[src/rtl/trcv_pkg.sv]
// Shared types, constants and helpers for the tile row checksum validator.
package trcv_pkg;

  localparam int MAX_WIDTH  = 1024;
  localparam int MAX_HEIGHT = 1024;

  localparam int CFG_W  = 11;
  localparam int COL_W  = $clog2(MAX_WIDTH);
  localparam int ROW_W  = $clog2(MAX_HEIGHT);
  localparam int FACT_W = 17;

  localparam int QDEPTH = 4;
  localparam int QPTR_W = $clog2(QDEPTH);
  localparam int QCNT_W = QPTR_W + 1;

  typedef enum logic [1:0] {
    REG_GRID_WIDTH    = 2'd0,
    REG_GRID_HEIGHT   = 2'd1,
    REG_EXPECTED_ROWS = 2'd2
  } reg_idx_e;

  typedef struct packed {
    logic [CFG_W-1:0] grid_width;
    logic [CFG_W-1:0] grid_height;
    logic [CFG_W-1:0] expected_rows;
  } cfg_t;

  typedef struct packed {
    logic [15:0]        mask_id;
    logic [15:0]        terrain_id;
    logic signed [15:0] tile_height;
    logic [31:0]        expected_sum;
  } tile_t;

  typedef struct packed {
    logic [9:0]  row_index;
    logic [31:0] row_sum;
    logic        row_match;
    logic        integrity_ok;
    logic        grid_done;
  } row_result_t;

  // One classified tile as handed from front to back
  typedef struct packed {
    logic [15:0]        mask_id;
    logic signed [15:0] tile_height;
    logic [31:0]        expected_sum;
    logic [FACT_W-1:0]  fact_left;
    logic [FACT_W-1:0]  fact_right;
    logic [ROW_W-1:0]   row_index;
    logic               last_col;
    logic               last_row;
  } q_entry_t;

  typedef struct packed {
    logic full;
    logic empty;
  } q_stat_t;

  // Map a size register onto 1..max
  function automatic logic [CFG_W-1:0] clamp_size(input logic [CFG_W-1:0] v,
                                                  input logic [CFG_W-1:0] max);
    logic [CFG_W-1:0] r;
    if (v == '0) begin
      r = CFG_W'(1);
    end else if (v > max) begin
      r = max;
    end else begin
      r = v;
    end
    return r;
  endfunction

endpackage

[src/rtl/trcv_front.sv]
// Front end: accepts tiles, tracks column and row, classifies each tile.
module trcv_front (
  input  logic              clk,
  input  logic              rst,
  input  trcv_pkg::cfg_t    cfg,
  input  logic              tile_valid,
  output logic              tile_ready,
  input  trcv_pkg::tile_t   tile,
  input  trcv_pkg::q_stat_t q_stat,
  output logic              q_push,
  output trcv_pkg::q_entry_t q_data
);
  import trcv_pkg::*;

  logic [COL_W-1:0] col;
  logic [ROW_W-1:0] row;
  logic [CFG_W-1:0] width_eff;
  logic [CFG_W-1:0] rows_eff;
  logic             last_col;
  logic             last_row;

  // Effective grid size
  assign width_eff = clamp_size(cfg.grid_width, CFG_W'(MAX_WIDTH));
  assign rows_eff  = clamp_size(cfg.grid_height, CFG_W'(MAX_HEIGHT));

  // Classify the current tile position
  assign last_col = (CFG_W'(col) + CFG_W'(1)) >= width_eff;
  assign last_row = (CFG_W'(row) + CFG_W'(1)) >= rows_eff;

  assign tile_ready = !q_stat.full;
  assign q_push     = tile_valid && tile_ready;

  // Build the queue entry, with the multiplier factors already summed
  always_comb begin
    q_data.mask_id      = tile.mask_id;
    q_data.tile_height  = tile.tile_height;
    q_data.expected_sum = tile.expected_sum;
    q_data.fact_left    = {1'b0, tile.terrain_id} + FACT_W'(row) + FACT_W'(1);
    q_data.fact_right   = {1'b0, tile.terrain_id} + FACT_W'(col) + FACT_W'(1);
    q_data.row_index    = row;
    q_data.last_col     = last_col;
    q_data.last_row     = last_row;
  end

  // Advance the raster position on each accepted beat
  always_ff @(posedge clk) begin
    if (rst) begin
      col <= '0;
      row <= '0;
    end else if (q_push) begin
      if (last_col) begin
        col <= '0;
        row <= last_row ? '0 : row + ROW_W'(1);
      end else begin
        col <= col + COL_W'(1);
      end
    end
  end

endmodule

[src/rtl/trcv_queue.sv]
// Short queue of classified tiles between front and back.
module trcv_queue (
  input  logic               clk,
  input  logic               rst,
  input  logic               push,
  input  trcv_pkg::q_entry_t push_data,
  input  logic               pop,
  output trcv_pkg::q_entry_t pop_data,
  output trcv_pkg::q_stat_t  stat
);
  import trcv_pkg::*;

  q_entry_t          slots [QDEPTH];
  logic [QPTR_W-1:0] wr_ptr;
  logic [QPTR_W-1:0] rd_ptr;
  logic [QCNT_W-1:0] count;
  logic              do_push;
  logic              do_pop;

  assign stat.full  = (count == QCNT_W'(QDEPTH));
  assign stat.empty = (count == '0);
  assign do_push    = push && !stat.full;
  assign do_pop     = pop && !stat.empty;
  assign pop_data   = slots[rd_ptr];

  // Store incoming entries
  always_ff @(posedge clk) begin
    if (do_push) begin
      slots[wr_ptr] <= push_data;
    end
  end

  // Move pointers and occupancy
  always_ff @(posedge clk) begin
    if (rst) begin
      wr_ptr <= '0;
      rd_ptr <= '0;
      count  <= '0;
    end else begin
      if (do_push) begin
        wr_ptr <= wr_ptr + QPTR_W'(1);
      end
      if (do_pop) begin
        rd_ptr <= rd_ptr + QPTR_W'(1);
      end
      if (do_push && !do_pop) begin
        count <= count + QCNT_W'(1);
      end else if (do_pop && !do_push) begin
        count <= count - QCNT_W'(1);
      end
    end
  end

endmodule

[src/rtl/trcv_back.sv]
// Back end: multiplies, accumulates row sums and reports finished rows.
module trcv_back (
  input  logic                  clk,
  input  logic                  rst,
  input  trcv_pkg::cfg_t        cfg,
  input  trcv_pkg::q_entry_t    q_data,
  input  trcv_pkg::q_stat_t     q_stat,
  output logic                  q_pop,
  output logic                  res_valid,
  input  logic                  res_ready,
  output trcv_pkg::row_result_t res
);
  import trcv_pkg::*;

  // Multiply stage
  logic                mul_valid;
  logic [31:0]         mul_left;
  logic [31:0]         mul_right;
  logic [31:0]         mul_expected;
  logic [ROW_W-1:0]    mul_row;
  logic                mul_last_col;
  logic                mul_last_row;

  // Row state
  logic [31:0]         row_acc;
  logic                integrity;

  logic [32:0]         prod_left;
  logic signed [17:0]  height_adj;
  logic signed [17:0]  fact_right_s;
  logic signed [35:0]  prod_right;
  logic                mul_take;
  logic                mul_free;
  logic [31:0]         sum;
  logic                cmp_off;
  logic                match;
  logic                row_ok;
  logic                integrity_next;

  // Products of the head entry
  assign prod_left    = {17'd0, q_data.mask_id} * {16'd0, q_data.fact_left};
  assign height_adj   = $signed({{2{q_data.tile_height[15]}}, q_data.tile_height})
                        + 18'sd2;
  assign fact_right_s = $signed({1'b0, q_data.fact_right});
  assign prod_right   = height_adj * fact_right_s;

  // A row end needs the output register free
  assign mul_take = mul_valid && (!mul_last_col || !res_valid || res_ready);
  assign mul_free = !mul_valid || mul_take;
  assign q_pop    = mul_free && !q_stat.empty;

  // Row sum and checks
  assign sum            = row_acc + mul_left + mul_right;
  assign cmp_off        = (cfg.expected_rows == '0);
  assign match          = cmp_off || (sum == mul_expected);
  assign row_ok         = cmp_off || (match && (cfg.expected_rows == cfg.grid_height));
  assign integrity_next = integrity && row_ok;

  // Load the multiply stage
  always_ff @(posedge clk) begin
    if (rst) begin
      mul_valid <= 1'b0;
    end else if (q_pop) begin
      mul_valid <= 1'b1;
    end else if (mul_take) begin
      mul_valid <= 1'b0;
    end
  end

  always_ff @(posedge clk) begin
    if (q_pop) begin
      mul_left     <= prod_left[31:0];
      mul_right    <= prod_right[31:0];
      mul_expected <= q_data.expected_sum;
      mul_row      <= q_data.row_index;
      mul_last_col <= q_data.last_col;
      mul_last_row <= q_data.last_row;
    end
  end

  // Accumulate, close rows and passes
  always_ff @(posedge clk) begin
    if (rst) begin
      row_acc   <= '0;
      integrity <= 1'b1;
    end else if (mul_take) begin
      if (mul_last_col) begin
        row_acc   <= '0;
        integrity <= mul_last_row ? 1'b1 : integrity_next;
      end else begin
        row_acc <= sum;
      end
    end
  end

  // Hold the result until taken
  always_ff @(posedge clk) begin
    if (rst) begin
      res_valid <= 1'b0;
    end else if (mul_take && mul_last_col) begin
      res_valid <= 1'b1;
    end else if (res_ready) begin
      res_valid <= 1'b0;
    end
  end

  always_ff @(posedge clk) begin
    if (mul_take && mul_last_col) begin
      res.row_index    <= 10'(mul_row);
      res.row_sum      <= sum;
      res.row_match    <= match;
      res.integrity_ok <= integrity_next;
      res.grid_done    <= mul_last_row;
    end
  end

endmodule

[src/rtl/tile_row_checksum_validator_top.sv]
// Top level of the tile row checksum validator: registers, front, queue, back.
//
//   channel  direction  handshake                payload
//   tile     in         tile_valid / tile_ready  tile (tile_t)
//   res      out        res_valid / res_ready    res (row_result_t)
//   apb      in         psel/penable/pwrite      paddr, pwdata, prdata
//
// One tile per cycle is taken while the queue has room; the multiply stage
// and the row accumulator each handle one tile a cycle. A row result is
// registered from the multiply stage. Reset clears the raster position, the
// row sum and the queue and sets the integrity flag and registers to their
// defaults. A stalled result holds the back end only on a row end; the
// four-entry queue then takes up to four more tiles before tile_ready drops.
module tile_row_checksum_validator_top (
  input  logic                  clk,
  input  logic                  rst,
  input  logic                  tile_valid,
  output logic                  tile_ready,
  input  trcv_pkg::tile_t       tile,
  output logic                  res_valid,
  input  logic                  res_ready,
  output trcv_pkg::row_result_t res,
  input  logic                  psel,
  input  logic                  penable,
  input  logic                  pwrite,
  input  logic [3:0]            paddr,
  input  logic [31:0]           pwdata,
  output logic [31:0]           prdata,
  output logic                  pready
);
  import trcv_pkg::*;

  cfg_t     cfg;
  reg_idx_e reg_idx;
  logic     reg_wr;
  logic     q_push;
  logic     q_pop;
  q_entry_t q_in;
  q_entry_t q_out;
  q_stat_t  q_stat;

  assign pready  = 1'b1;
  assign reg_idx = reg_idx_e'(paddr[3:2]);
  assign reg_wr  = psel && penable && pwrite && pready;

  // Register writes
  always_ff @(posedge clk) begin
    if (rst) begin
      cfg.grid_width    <= CFG_W'(1);
      cfg.grid_height   <= CFG_W'(1);
      cfg.expected_rows <= '0;
    end else if (reg_wr) begin
      unique case (reg_idx)
        REG_GRID_WIDTH:    cfg.grid_width    <= pwdata[CFG_W-1:0];
        REG_GRID_HEIGHT:   cfg.grid_height   <= pwdata[CFG_W-1:0];
        REG_EXPECTED_ROWS: cfg.expected_rows <= pwdata[CFG_W-1:0];
        default: ;
      endcase
    end
  end

  // Register reads
  always_comb begin
    unique case (reg_idx)
      REG_GRID_WIDTH:    prdata = 32'(cfg.grid_width);
      REG_GRID_HEIGHT:   prdata = 32'(cfg.grid_height);
      REG_EXPECTED_ROWS: prdata = 32'(cfg.expected_rows);
      default:           prdata = '0;
    endcase
  end

  trcv_front u_front (
    .clk        (clk),
    .rst        (rst),
    .cfg        (cfg),
    .tile_valid (tile_valid),
    .tile_ready (tile_ready),
    .tile       (tile),
    .q_stat     (q_stat),
    .q_push     (q_push),
    .q_data     (q_in)
  );

  trcv_queue u_queue (
    .clk       (clk),
    .rst       (rst),
    .push      (q_push),
    .push_data (q_in),
    .pop       (q_pop),
    .pop_data  (q_out),
    .stat      (q_stat)
  );

  trcv_back u_back (
    .clk       (clk),
    .rst       (rst),
    .cfg       (cfg),
    .q_data    (q_out),
    .q_stat    (q_stat),
    .q_pop     (q_pop),
    .res_valid (res_valid),
    .res_ready (res_ready),
    .res       (res)
  );

  // Queue cannot be full and empty at once
  a_queue_sane: assert property (@(posedge clk) !(q_stat.full && q_stat.empty))
    else $error("queue reports full and empty");

  // Reset leaves no result and an empty queue
  a_reset_clears: assert property (@(posedge clk) rst |=> (!res_valid && q_stat.empty))
    else $error("state left after reset");

  // An accepted tile lands in the queue
  a_push_lands: assert property (@(posedge clk) disable iff (rst)
    (tile_valid && tile_ready) |=> !q_stat.empty)
    else $error("accepted tile missing from queue");

  // A failed comparison clears integrity
  a_mismatch_integrity: assert property (@(posedge clk) disable iff (rst)
    (res_valid && !res.row_match) |-> !res.integrity_ok)
    else $error("integrity set on mismatching row");

endmodule

[config.mk]
export PLATFORM = sky130hd
export DESIGN_NAME = tile_row_checksum_validator_top
export DESIGN_NICKNAME = d
export VERILOG_FILES = /design/src/rtl/trcv_pkg.sv /design/src/rtl/trcv_front.sv /design/src/rtl/trcv_queue.sv /design/src/rtl/trcv_back.sv /design/src/rtl/tile_row_checksum_validator_top.sv
export SDC_FILE = /design/constraint.sdc
export NUM_CORES = 2
export LEC_CHECK = 0
export BUFFER_PORTS_ARGS = -buffer_cell sky130_fd_sc_hd__buf_2
export CAP_MARGIN = 5
export CORE_AREA = 4 4 367 261
export CTS_CLUSTER_SIZE = 10
export DETAILED_ROUTE_END_ITERATION = 8
export DIE_AREA = 0 0 371 265
export MAX_ROUTING_LAYER = met4
export PLACE_DENSITY = 0.69
export SETUP_SLACK_MARGIN = 0.5
export SLEW_MARGIN = 0
export SYNTH_ARGS = -nofsm -noshare
export SYNTH_HDL_FRONTEND = slang
export SYNTH_SLANG_ARGS = --single-unit
[constraint.sdc]
create_clock -name clk -period 11.95 [get_ports clk]
set_input_delay 1.195 -clock clk [delete_from_list [all_inputs] [get_ports clk]]
set_output_delay 1.195 -clock clk [all_outputs]
set_load 0.01 [all_outputs]
## Word-level counts from Yosys, hierarchy flattened

Memories as Yosys holds them, arrays and structs flattened. A register that Yosys moved wholly into a read port is not among the register bits.
Cells that the tools add are included.

| word-level totals | value |
|---|---|
| bits in registers | 248 |
| RAM bits | 440 |
| input bits | 123 |
| output and inout bits | 80 |
| word-level logic and storage cells | 106 |
| memories kept | 1 |

| operators by class | value |
|---|---|
| $add $sub $neg | 15 |
| $mul | 2 |
| $lt $le $gt $ge | 4 |
| equal/unequal tests | 5 |
| muxes and demuxes | 19 |
| reductions and logical operators | 37 |

Memory list:

| name | words | width | rd ports | clocked after Yosys merged registers in | write ports | line | text |
|---|---|---|---|---|---|---|---|
| u_queue.slots | 4 | 110 | 1 | 1 | 1 | trcv_queue.sv:13 | `q_entry_t slots [QDEPTH];` |

Operators by type and width:

| kind | number |
|---|---|
| $add 32x32->32 | 2 |
| $mux 11 | 4 |
| $add 16x10->17 | 2 |
| $add 17x1->17 const B | 2 |
| $logic_not 11->1 | 3 |
| $pmux 11 s3 | 1 |
| $eq 32x32->1 | 1 |
| $mul 16x17->32 | 1 |
| $mul 17x18->32 | 1 |
| $mux 32 | 1 |
| $add 10x1->11 const B | 2 |
| $ge 11x11->1 | 2 |
| $gt 11x11->1 const B | 2 |
| $add 10x1->10 const B | 2 |
| $mux 10 | 2 |
| $add 16x3->17 const B | 1 |
| $logic_and 1x1->1 | 12 |
| $eq 11x11->1 | 1 |
| $reduce_and 2->1 | 5 |
| $logic_not 1->1 | 7 |
| $mux 1 | 7 |
| $mux 3 | 2 |
| $reduce_bool 2->1 | 3 |
| $logic_or 1x1->1 | 5 |
| other kinds (9) | 11 |

## Logic depth before layout (Yosys ltp)

| depth | value |
|---|---|
| depth in word-level cells | 10 |
| mapped depth | 34 |
| mapped depth without buffers | 29 |

## Hierarchy

Synthesis repeated with hierarchy kept, for this count alone.

| unflattened totals | value |
|---|---|
| cell total of the unflattened synthesis | 4045 |
| area, all modules | 48669.2 um2 |

Modules (own cells, without submodules):

| module | instances | cells each | area each (um2) | seq. area each (um2) |
|---|---|---|---|---|
| trcv_back | 1 | 2813 | 27376.3 | 5295.1 |
| trcv_queue | 1 | 622 | 16339.4 | 13392.8 |
| trcv_front | 1 | 427 | 3230.6 | 400.4 |
| tile_row_checksum_validator_top | 1 | 183 | 1722.9 | 660.6 |

## Worst setup path after synthesis

No wires, ideal clock.

| path | value |
|---|---|
| kind | in2reg |
| from | in res_ready |
| to | reg u_queue.count[2] |
| setup time | 0.070 ns |
| arrival time | 8.192 ns |
| required time | 11.880 ns |
| path slack | 3.687 ns |
| cell stages on the path | 9 |
| buffers on the path | 0 |
| path through | nor2b_1 a31oi_1 inv_1 ha_1 inv_1 fa_1 xor2_1 or3_1 a21oi_1 |

| between the ends | value |
|---|---|
| longest elaborated chain between the ends | 8 |
| elaborated cells on any way between the ends | 10 |
| classes of those cells | mux (1); reduce/logical (9) |

Ends and longest elaborated chain:

| item | line | text |
|---|---|---|
| start: declaration | tile_row_checksum_validator_top.sv:21 | `input logic res_ready,` |
| $logic_or 1x1->1 * | trcv_back.sv:48 | `assign mul_take = mul_valid && (!mul_last_col \|\| !res_valid \|\| res_ready);` |
| $logic_and 1x1->1 * | trcv_back.sv:48 |  |
| $logic_or 1x1->1 * | trcv_back.sv:49 | `assign mul_free = !mul_valid \|\| mul_take;` |
| $logic_and 1x1->1 * | trcv_back.sv:50 | `assign q_pop = mul_free && !q_stat.empty;` |
| via q_pop | tile_row_checksum_validator_top.sv:37 | `logic q_pop;` |
| $logic_and 1x1->1 * | trcv_queue.sv:23 | `assign do_pop = pop && !stat.empty;` |
| $logic_not 1->1 | trcv_queue.sv:46 | `if (do_push && !do_pop) begin` |
| $logic_and 1x1->1 | trcv_queue.sv:46 |  |
| $mux 3 / $reduce_bool 2->1 (equally long branches) | - |  |
| end signal: assignment | trcv_queue.sv:47 | `count <= count + QCNT_W'(1);` |
| end signal: assignment | trcv_queue.sv:49 | `count <= count - QCNT_W'(1);` |
| end: declaration | trcv_queue.sv:16 | `logic [QCNT_W-1:0] count;` |

Mark *: on every way through the listed nets, which the timed path passes. The rest lies on a longest branch.
A chain may end at the register's enable or synchronous reset.

==> run_results.csv <==
group,metric,value,unit
timing,finalHoldViolCount,0,
floorplan,placementRows,93,
synthesis,syn_area,48600,um^2
synthesis,synthTopCellsByArea,"edfxtp_1 (37%), fa_1 (19%), ha_1 (7.5%)",
floorplan,die-height,265,um
critical_path,cp.required,12360,ps
timing,period_share,79.5,%
final_layout,final_nets,5144,
route,drtIter0Drc,2634,
synthesis,yosysSeqAreaShare,40.7,%
global_route,antenna_found_initial,1,
final_layout,area_growth,9.09,%
timing,max_slew.worst_pin.slew,1270,ps
route,wl,117000,um
critical_path,crit_end,"u_back.mul_right[30]",
cts,ctsHoldBuffers,0,
route,via_per_inst,5.64,
timing,timing.fmax,0.105,GHz
min_path,hold_path.class,"reg -> reg",
synthesis,ys_warn_count,0,
final_layout,fin_util,57.8,%
synthesis,synth_top_flop_cell,"edfxtp_1",
synthesis,synth-edff-count,593,
cts,cts_root_buffer,"clkbuf_16",
timing,min_period,9500,ps
floorplan,core_area,91700,um^2
place,dp_slack,2710,ps
place,gp_congestion,0.947,
route,ant_nets,0,
critical_path,critical_path.max_fanout,29,
cts,post_cts.repair.setup_buffers,0,
cts,cts-resized-gates,0,
synthesis,synth_top_area_cell,"edfxtp_1",
synthesis,synth_cells,4128,
timing,slew_viol_final,0,
timing,rsz0062_at_grt,"no",
final_layout,n_antenna_cell,0,
critical_path,reg2reg_depth,23,
timing,fin_setup_tns,0,ps
global_route,grt_max_degree,98,
timing,skew,32.9,ps
cts,clock_latency,670,ps
cts,clk_pin_slew,70,ps
global_route,grt-ovfl-total,0,
floorplan,io_pins,203,
floorplan,chipWidth,371,um
final_layout,fin_area,53000,um^2
global_route,grt_usage,24.8,%
timing,finalSetupViolCount,0,
cts,cts_num_sinks,690,
cts,clockBufferDepth,3,
critical_path,ff2ff_setup_slack,2450,ps
timing,slew_headroom,15.0,%
global_route,grt_first_pass_wirelength,183000,um
synthesis,synth-seq-cells,690,
critical_path,rr_endpoint,"u_back.mul_right[30]",
run_status,status,"finished, final reports clean",
cts,cts_tree,"done",
synthesis,yosysMostFrequentCell,"edfxtp_1",
floorplan,initial_core_util,53.0,%
cts,h-tree-depth,3,
route,drc,0,
floorplan,die_area,98300,um^2
final_layout,drive_gt1_share,10.8,%
timing,fin_ws,2450,ps
job,cap_violations,0,
place,io_buffers,157,
global_route,grt_pass1_vias,31426,
route,num_vias,31272,
critical_path,criticalPathCategory,"reg -> reg",
synthesis,yosysTopAreaCellShare,36.7,%
place,place_area,50600,um^2
critical_path,cp-start-kind,"flip-flop",
critical_path,arrival,9910,ps
cts,cts_made_buffers,81,
critical_path,endpoint_kind,"flip-flop",
route,drtPass1Iterations,5,
synthesis,synthTopCellsByCount,"edfxtp_1 (593), inv_1 (586), nand2_1 (475)",
synthesis,synth_area_per_cell,11.8,um^2
synthesis,async_reset_ff_share,0,%
route,post_drt_wl_per_cell,21.0,um
place,dpl.hpwl,85800,um
synthesis,synth.distinct_cells,92,
==> placed cells by master (no fill, tap or decap), types with 54 or more instances in the layout <==
| master | netlist | layout |
|---|---|---|
| mux2i_1 | 54 | 54 |
| buf_2 | 21 | 157 |
| nand2_1 | 475 | 475 |
| clkbuf_16 | 0 | 82 |
| mux4_2 | 95 | 95 |
| and2_1 | 86 | 86 |
| inv_1 | 586 | 586 |
| ha_1 | 291 | 291 |
| edfxtp_1 | 593 | 593 |
| o21ai_0 | 77 | 73 |
| xor2_1 | 71 | 70 |
| dfxtp_1 | 97 | 95 |
| xnor2_1 | 115 | 113 |
| fa_1 | 466 | 466 |
| nor2_1 | 272 | 270 |
| nor2b_1 | 76 | 76 |
| a21oi_1 | 104 | 104 |
==> through the flow <==
step,hold WS [ps],std cells
final,421,5542
after global routing,431,5542
after CTS,417,5542
after detailed placement,412,5416
after global placement,406,5416
after floorplan,400,4148
==> how the worst min path moves through the flow <==
stage	from	end	slack [ps]	depth (start not counted)
global placement	u_back.mul_row[4]	u_back.res[39]	410	0
floorplan	u_back.mul_row[0]	u_back.res[35]	400	0
detailed placement	u_back.mul_row[5]	u_back.res[40]	410	0
global route	u_back.mul_row[5]	u_back.res[40]	430	0
finish	u_back.mul_row[5]	u_back.res[40]	420	0
CTS	u_back.mul_row[5]	u_back.res[40]	420	0
==> metal layers <==
| layer | vias to the layer above | track usage [%] | wire (um) |
|---|---|---|---|
| met3 | 174 | 5.59 | 9670 |
| met2 | 1084 | 34.7 | 50300 |
| li1 | 14175 | - | - |
| met5 | - | - | 0 |
| met4 | 0 | 6.39 | 2960 |
| met1 | 15839 | 36.8 | 53700 |
==> sequential cells by signal, indices dropped and copies added, names as in the netlist, 3 cells and up, named ones only <==
signal	cells
u_queue.count	3
u_back.mul_right	32
u_back.mul_expected	32
cfg	33
u_front.row	10
u_back.res	45
u_back.mul_left	32
u_back.row_acc	32
u_front.col	10
u_queue.slots	440
u_back.mul_row	10
==> area by class of cell <==
type                       count  area (um^2)
clock buffer                 112         2170
clock inverter                14          186
fill                        7641        38700
inverter                     588         2210
multi-input combinational   2706        26000
sequential                   690        19800
tap                         1235         1550
timing repair buffer         197         1100
==> worst max-delay path, cell delays in order, from the launching register on <==
cell	delay, ps
dfxtp_4	740
mux4_2	670
ha_1	380
inv_1	140
nor3_1	510
xor2_1	890
nand2_1	190
fa_1	530
fa_1	490
inv_1	50
fa_1	510
fa_1	450
fa_1	550
inv_1	70
fa_1	470
inv_1	40
ha_1	310
nand4_1	130
o31ai_1	740
a211oi_1	260
o211ai_1	460
a311oi_1	250
o31ai_1	300
xor2_1	100
==> logic make-up after synthesis <==
kind of cell	after synthesis	share of synthesized area, %
compound gates	457	6.45
xor+xnor	193	3.68
fa+ha+maj	757	26.7
buf+inv	752	6.11
flops	690	40.7
mux	165	5.89
other cells	2	0.0155
simple gates	1112	10.5
Power is left out: the tool's default activity adds up to more than one toggle a clock period on the data nets, which glitch-free logic cannot reach.
